===== src/hw/rtl/stt_pkg.sv =====
// Package for the sorted tag table: sizes, codes and the structs that
// travel between the command front end and the execution back end.
// No dependencies.
`timescale 1ns / 1ps
package stt_pkg;

  localparam int TABLE_DEPTH = 64;
  localparam int CHILD_DEPTH = 8;
  localparam int TAG_AW      = $clog2(TABLE_DEPTH);
  localparam int CNT_W       = $clog2(TABLE_DEPTH + 1);
  localparam int CHILD_AW    = $clog2(CHILD_DEPTH);
  localparam int CCNT_W      = $clog2(CHILD_DEPTH + 1);
  localparam int CMEM_AW     = TAG_AW + CHILD_AW;
  localparam int QDEPTH      = 2;

  localparam logic [1:0] OP_INS_TAG   = 2'd0;
  localparam logic [1:0] OP_INS_CHILD = 2'd1;
  localparam logic [1:0] OP_RD_TAG    = 2'd2;
  localparam logic [1:0] OP_RD_CHILD  = 2'd3;

  localparam logic [2:0] ST_OK      = 3'd0;
  localparam logic [2:0] ST_PRESENT = 3'd1;
  localparam logic [2:0] ST_FULL    = 3'd2;
  localparam logic [2:0] ST_MISSING = 3'd3;
  localparam logic [2:0] ST_BADIDX  = 3'd4;

  typedef struct packed {
    logic [1:0]         opcode;
    logic               is_search;
    logic signed [31:0] source_id;
    logic [31:0]        tag_type;
    logic [31:0]        chunk_number;
    logic               cache_children;
    logic [31:0]        child_id;
    logic [31:0]        child_type;
    logic [5:0]         entry_index;
    logic [2:0]         child_index;
  } cmd_t;

  // One table row. The slot points at the child row that this tag owns.
  typedef struct packed {
    logic signed [31:0] sid;
    logic [31:0]        typ;
    logic [31:0]        num;
    logic               flag;
    logic [CCNT_W-1:0]  cnt;
    logic [TAG_AW-1:0]  slot;
  } entry_t;

  typedef struct packed {
    logic [2:0]         status;
    logic               found;
    logic [6:0]         position;
    logic [6:0]         entry_count;
    logic signed [31:0] source_id;
    logic [31:0]        tag_type;
    logic [31:0]        chunk_number;
    logic               cache_flag;
    logic [3:0]         child_count;
    logic [31:0]        child_id;
    logic [31:0]        child_type;
  } res_t;

endpackage


===== src/hw/rtl/stt_front.sv =====
// Command front end: takes transactions, tags them by kind and holds them
// in a short queue for the back end. Depends on stt_pkg.
`timescale 1ns / 1ps
module stt_front import stt_pkg::*; (
  input  logic clk,
  input  logic rst_n,
  input  logic push,
  input  cmd_t push_cmd,
  output logic full,
  input  logic pop,
  output logic q_valid,
  output cmd_t q_cmd
);

  localparam int QAW = $clog2(QDEPTH);

  cmd_t             q_mem [QDEPTH];
  logic [QAW-1:0]   wp_r, wp_nxt, rp_r, rp_nxt;
  logic [QAW:0]     n_r, n_nxt;
  logic             do_push, do_pop;
  cmd_t             push_tagged;

  assign full    = (n_r == (QAW + 1)'(QDEPTH));
  assign q_valid = (n_r != '0);
  assign q_cmd   = q_mem[rp_r];
  assign do_push = push && !full;
  assign do_pop  = pop && q_valid;

  always_comb begin
    push_tagged           = push_cmd;
    push_tagged.is_search = push_cmd.opcode inside {OP_INS_TAG, OP_INS_CHILD};
  end

  always_comb begin
    wp_nxt = do_push ? ((wp_r == QAW'(QDEPTH - 1)) ? '0 : wp_r + 1'b1) : wp_r;
    rp_nxt = do_pop  ? ((rp_r == QAW'(QDEPTH - 1)) ? '0 : rp_r + 1'b1) : rp_r;
    n_nxt  = n_r + (QAW + 1)'(do_push) - (QAW + 1)'(do_pop);
  end

  always_ff @(posedge clk) begin
    if (!rst_n) begin
      wp_r <= '0;
      rp_r <= '0;
      n_r  <= '0;
    end else begin
      wp_r <= wp_nxt;
      rp_r <= rp_nxt;
      n_r  <= n_nxt;
    end
  end

  always_ff @(posedge clk) begin
    if (do_push) begin
      q_mem[wp_r] <= push_tagged;
    end
  end

endmodule


===== config.mk =====
export PLATFORM = sky130hd
export DESIGN_NAME = stt_front
export DESIGN_NICKNAME = d
export VERILOG_FILES = /design/src/hw/rtl/stt_pkg.sv /design/src/hw/rtl/stt_front.sv
export SDC_FILE = /design/constraint.sdc
export NUM_CORES = 1
export LEC_CHECK = 0
export CORE_ASPECT_RATIO = 1.75
export CORE_MARGIN = 1
export CORE_UTILIZATION = 35
export CTS_BUF_LIST = sky130_fd_sc_hd__clkbuf_8
export DETAILED_ROUTE_END_ITERATION = 16
export DONT_BUFFER_PORTS = 1
export PLACE_DENSITY = 0.59
export SLEW_MARGIN = 20
export SYNTH_ARGS = -nofsm -noshare
export SYNTH_HDL_FRONTEND = slang
export SYNTH_SLANG_ARGS = --single-unit
export TNS_END_PERCENT = 5

===== constraint.sdc =====
create_clock -name clk -period 15.7 [get_ports clk]
set_clock_uncertainty 0.2 [all_clocks]
set_input_delay 1.57 -clock clk [delete_from_list [all_inputs] [get_ports clk]]
set_output_delay 1.57 -clock clk [all_outputs]
set_load 0.005 [all_outputs]

==> qor.csv, run 1 <==
metric;value;unit
status;finished clean;
first-pass GRT wire length;33880;microns
detailed placement HPWL;16170;microns
Post-synth EDFFs;346;
CTS tree;done;
vias;5272;
clock network power share;29.4;%
slowest stage cell, crit path;buf_4;
Root Driver;clkbuf_8;
maxcap violations;0;
total global-route track usage;12.20;%
combinational cell fraction of total power;18.2;%
Crit path max-delay family;buffers and inverters;
Switch Pwr;628.8;uW
Worst-path clk slew;60;ps
layout cell share with drive strength beyond 1;39.06;%
clk_lat worst skew;560;ps
First-pass DRT Iterations;4;
CP bufs+invs;1;
minimum clock period;4494;ps
gpl congestion;0.7488;
synthesized area per cell;22.67;sq um
largest net degree at the start of global routing;81;
worst-case headroom to the max-slew limit;26.75;%
starting density of the core;35.61;%
Synth area leaders;edfxtp_1 81%, mux2_2 15%, clkbuf_8 1.6%;
fill count;3216;
pwr dens;169.1;nW/um^2
hold buffers post-CTS;0;
period utilization;28.62;%
NumNets Final;782;
Die Wd;146.7;microns
Peak VDD IR;98.11;uV
Post-route DRC;0;
crit path capture type;output port;
Seq/Total Area, Yosys;81.76;%
I/O Buffers;0;
Seq pwr share;52.4;%
crit path max fanout;79;
total CTS buffers;48;
top cell type's share of synthesized area;80.98;%
switch share;26.16;%
internal power;1775;uW
Netlist cell types;18;
Fin Setup TNS;0;ps
DR WL/cell;21.75;microns
Top Ports;352;
Max Freq;222.5;MHz
Final Hold Vio Count;0;
crit-path max cell delay;840;ps
vias in the first global route;5733;
Post-CTS Resized;0;
Area Growth Syn to Fin;10.80;%
Detailed Route WL;24170;microns
Post-CTS Setup Inserts;0;
syn nets;745;
Antenna Nets Post-Route;0;
RSZ-0062 raised after global routing;false;
Fin Hold WS;328.0;ps
crit-path cells;buf_4 > mux2_2;
Arrival @ worst endpoint;2720;ps
initial drt markers;273;
Mapped Area;12830;sq um
Async S/R FF share, synth;0;%
Ys Warns;0;
leading area contributor after synthesis;edfxtp_1;
startpoint types;flip-flop;
Hold Crit Class;reg -> reg;
Die H;255.3;microns
max-slew violations;0;
P_leak;0.004556;uW
Primary FF master, synth;edfxtp_1;
full die area;37460;sq um
Syn Inst Count;566;
CP required;13930;ps
Clock Sinks;351;
Slew @ Worst Pin;1099;ps
Avg Vias per Cell;4.745;
grt ovf;0;
initial antenna violation count;1;
Final setup violation count;0;
Synth Register Bits;351;
Setup CP Type;reg -> out;
Core Box Area;36030;sq um
H-Tree Depth;2;
num rows;92;
Max clock buf depth;3;
Yosys cell counts, types with 2 or more instances:
library cell and number:
ha_1 2, edfxtp_1 346, buf_6 4, clkbuf_8 15
nor2_1 4, nand2_1 2, mux2_2 173, nand2b_1 2
and2_1 2, dfxtp_1 5, inv_1 4
state kept, by name, summed over array words and instances, names as in the netlist, named ones only:
register,count
rp_r,1
n_r,2
q_mem,346
wp_r,1
logic make-up (layout without fill, tap and decap cells):
| logic type | Yosys count | after routing | share of synthesized area [%] |
|---|---|---|---|
| mux | 174 | 174 | 15.26 |
| buf+inv | 23 | 97 | 2.077 |
| fa+ha+maj | 2 | 2 | 0.1950 |
| flops | 351 | 351 | 81.76 |
| other cells | 0 | 1 | 0 |
| xor+xnor | 2 | 2 | 0.1366 |
| simple gates | 13 | 13 | 0.5071 |
| compound gates | 1 | 1 | 0.05854 |
through the flow:
step                      worst slack (ps)  power, uW  util (%)  area, sq um  instances
after global routing                 10990       2507     39.45        14210       1111
after global placement               10920       1714     36.71        13230       1023
final                                11210       2404     39.45        14210       1111
after detailed placement             10810       1731     36.71        13230       1023
after CTS                            11080       2447     39.45        14210       1110
after floorplan                       5951       1674         -        12830        566
layer usage:
| layer | track usage (%) | share of wire [%] |
|---|---|---|
| met5 | 0 | 0 |
| met4 | 8.155 | 5.5 |
| met3 | 4.724 | 8.8 |
| met2 | 23.82 | 57 |
| met1 | 9.725 | 29 |
power by group through the flow:
stage	sequential, uW	combinational, uW	clock [uW]
after floorplan	1290	386	0
after CTS	1260	455	731
after global routing	1270	469	763
after detailed placement	1280	450	0
after global placement	1270	444	0
final	1260	438	706
path summary, 6_finish.rpt:
kind / depth (start not counted) / end / start / slack [ps]
worst min-delay path: 2 / flip-flop / rp_r / 330
worst max-delay path: 2 / q_cmd[133] / flip-flop / 11210
worst max register to register: 5 / q_mem[0][50] / n_r[0] / 11970
worst min register to register: 2 / flip-flop / rp_r / 330
area by class of cell:
cell class                 count  area, sq um  share of cell area, %
inverter                       4        15.01                 0.1056
timing repair buffer           6        45.04                 0.3169
tap                          470        588.1                  4.137
sequential                   351        10490                  73.82
antenna                        1        2.502                0.01760
clock inverter                37        296.5                  2.086
clock buffer                  50        688.2                  4.841
multi-input combinational    192         2086                  14.67
worst register-to-register path, cell delays in order (launching register included):
cell	delay [ps]
dfxtp_1	360
nand2b_1	170
nand2_1	150
nor2_4	610
buf_4	860
buf_4	860
layout by cell type (no fill, tap or decap):
master | netlist | routed
and2_1 | 2 | 2
and3_4 | 0 | 1
buf_4 | 0 | 6
bufinv_16 | 0 | 5
clkbuf_8 | 15 | 50
clkinv_1 | 0 | 12
clkinv_2 | 0 | 8
clkinvlp_4 | 0 | 3
dfxtp_1 | 5 | 4
dfxtp_4 | 0 | 1
diode_2 | 0 | 1
edfxtp_1 | 346 | 346
ha_1 | 2 | 2
inv_1 | 4 | 12
inv_6 | 0 | 1
mux2_2 | 173 | 173
mux2i_1 | 1 | 1
nand2_1 | 2 | 2
nand2b_1 | 2 | 2
nor2_1 | 4 | 3
nor2_4 | 0 | 1
nor3_1 | 1 | 1
o21a_1 | 1 | 1
or2_2 | 1 | 1
xnor2_1 | 1 | 1
xor2_1 | 1 | 1
Power figures use the tool's default switching activity.
==> run 2, diff against run 1 <==
--- a/config.mk
+++ b/config.mk
@@ -11,7 +11,7 @@
 export CTS_BUF_LIST = sky130_fd_sc_hd__clkbuf_8
 export DETAILED_ROUTE_END_ITERATION = 16
 export DONT_BUFFER_PORTS = 1
-export PLACE_DENSITY = 0.59
+export PLACE_DENSITY = 0.61
 export SLEW_MARGIN = 20
 export SYNTH_ARGS = -nofsm -noshare
 export SYNTH_HDL_FRONTEND = slang
==> constraint.sdc (replaced) <==
create_clock -name clk -period 4.1 [get_ports clk]
set_clock_uncertainty 0.2 [all_clocks]
set_input_delay 0.41 -clock clk [delete_from_list [all_inputs] [get_ports clk]]
set_output_delay 0.41 -clock clk [all_outputs]
set_load 0.005 [all_outputs]
==> run 2 against run 1 <==
Against the previous run:
- utilization grew 5.2 points
- largest cell class unchanged
- worst setup slack got worse by 9900 ps
- sequential power grew to 3.8 times the previous value
- die area is the same
- clock power rose to 4.1 times the previous value
==> qor.csv, run 2 (same netlist as run 1, synthesis figures left out) <==
metric;value;unit;change
largest net degree at the start of global routing;102;;+26%
full die area;37460;sq um;unchanged
total CTS buffers;47;;-2.1%
Antenna Nets Post-Route;0;;unchanged
Post-route DRC;0;;unchanged
H-Tree Depth;2;;unchanged
Top Registers;q_mem x346, n_r x2;;
I/O Buffers;0;;unchanged
CTS tree;done;;
FF-to-FF path depth;4;;-1
met1 wire length;8351;microns;+21%
Clock Sinks;351;;unchanged
Worst-path clk slew;70;ps;about the same
crit path capture type;output port;;
most frequent cells in the layout;346 x edfxtp_1, 175 x dlygate4sd3_1, 173 x mux2_2;;
routed wire length on met2;14320;microns;+3.9%
Die Wd;146.7;microns;unchanged
initial antenna violation count;2;;+1
pwr dens;597.1;nW/um^2;+250%
crit path max fanout;72;;-8.9%
P_leak;0.005367;uW;+18%
detailed placement HPWL;16220;microns;+0.30%
status;finished clean;;
CP required;3490;ps;-10440 ps
maxcap violations;0;;unchanged
layout cell share with drive strength beyond 1;31.21;%;-7.9 points
clk_lat worst skew;570;ps;about the same
worst-case headroom to the max-slew limit;38.10;%;+11 points
DR WL/cell;20.01;microns;-8.0%
Detailed Route WL;25790;microns;+6.7%
First-pass DRT Iterations;4;;unchanged
Max Freq;361.3;MHz;
Area Growth Syn to Fin;25.52;%;
Hold Crit Class;in -> reg;;
RSZ-0062 raised after global routing;false;;
top routing layer in use;met4;;
wire length on met3;1767;microns;-17%
first-pass GRT wire length;37080;microns;+9.4%
dpl ws;1668;ps;-9142 ps
Top Ports;352;;unchanged
Biggest register;q_mem;;
Die H;255.3;microns;unchanged
total global-route track usage;13.19;%;+0.98 points
Final setup violation count;0;;unchanged
period utilization;67.51;%;
NumNets Final;958;;+23%
Avg Vias per Cell;4.638;;-2.3%
Peak VDD IR;457.0;uV;+370%
Slew @ Worst Pin;928.4;ps;-170.3 ps
Final Hold Vio Count;0;;unchanged
PnR worst setup slack;1332;ps;-9874 ps
hold path depth;1;;-1
Core Box Area;36030;sq um;unchanged
max reg flops;346;;unchanged
grt ovf;0;;unchanged
initial drt markers;224;;-18%
max-slew violations;0;;unchanged
gpl congestion;0.7376;;-1.5%
Arrival @ worst endpoint;2160;ps;-560 ps
commonest non-fill, non-tap cell in the layout;edfxtp_1;;
fill count;2994;;-6.9%
Root Driver;clkbuf_8;;
minimum clock period;2768;ps;
vias in the first global route;6727;;+17%
vias;5979;;+13%
Setup CP Type;reg -> out;;
startpoint types;flip-flop;;
Util after Layout;44.70;%;+5.2 points
Max clock buf depth;3;;unchanged
starting density of the core;35.61;%;unchanged
num rows;92;;unchanged
[run 2: per-layer routing]
metal	track usage, %	vias up
met5	0	-
met4	8.244	0
met3	3.993	79
met2	24.98	272
met1	12.13	2951
li1	-	2677
[run 2: final timing paths]
path	start	end	slack [ps]
worst max register to register	n_r[0]	q_mem[0][109]	1670
worst min register to register	wp_r	wp_r	340
worst max-delay path	flip-flop	q_cmd[10]	1330
worst min-delay path	push	q_mem[1][142]	240
[run 2: cell type report]
class	instances	area [sq um]	area share [%]
Clock inverter	38	380.4	2.362
Clock buffer	49	674.4	4.188
Inverter	4	15.01	0.09323
Multi-Input combinational cell	192	2086	12.95
Tap cell	470	588.1	3.652
Timing Repair Buffer	183	1862	11.56
Sequential cell	351	10490	65.16
Antenna cell	2	5.005	0.03108
[run 2: repair_timing]
item,CTS,global route
hold buffers,175,0
endpoints found under the hold margin,351,0
resized for setup,0,0
buffers inserted,0,0
[run 2: per-stage QoR]
| stage | power (uW) | hold WS (ps) | instances | setup TNS [ps] | area [sq um] |
|---|---|---|---|---|---|
| floorplan | 6331 | 280.9 | 566 | -197760 | 12840 |
| global placement | 6575 | 305.5 | 1025 | 0 | 13290 |
| detailed placement | 6658 | 308.9 | 1025 | 0 | 13290 |
| CTS | 9720 | 215.1 | 1287 | 0 | 16100 |
| global route | 10010 | 242.5 | 1289 | 0 | 16100 |
| finish | 9616 | 238.2 | 1289 | 0 | 16100 |
[run 2: power by group]
group          leakage (uW)  internal [uW]  switching [uW]
combinational       0.00151            851            1100
clock              0.000585           1630            1280
sequential          0.00327           4620             137
total               0.00537           7100            2510
[run 2: worst max-delay path: stages, from the launching register on]
cell	delay [ps]
dfxtp_4	360
buf_4	680
mux2_2	460
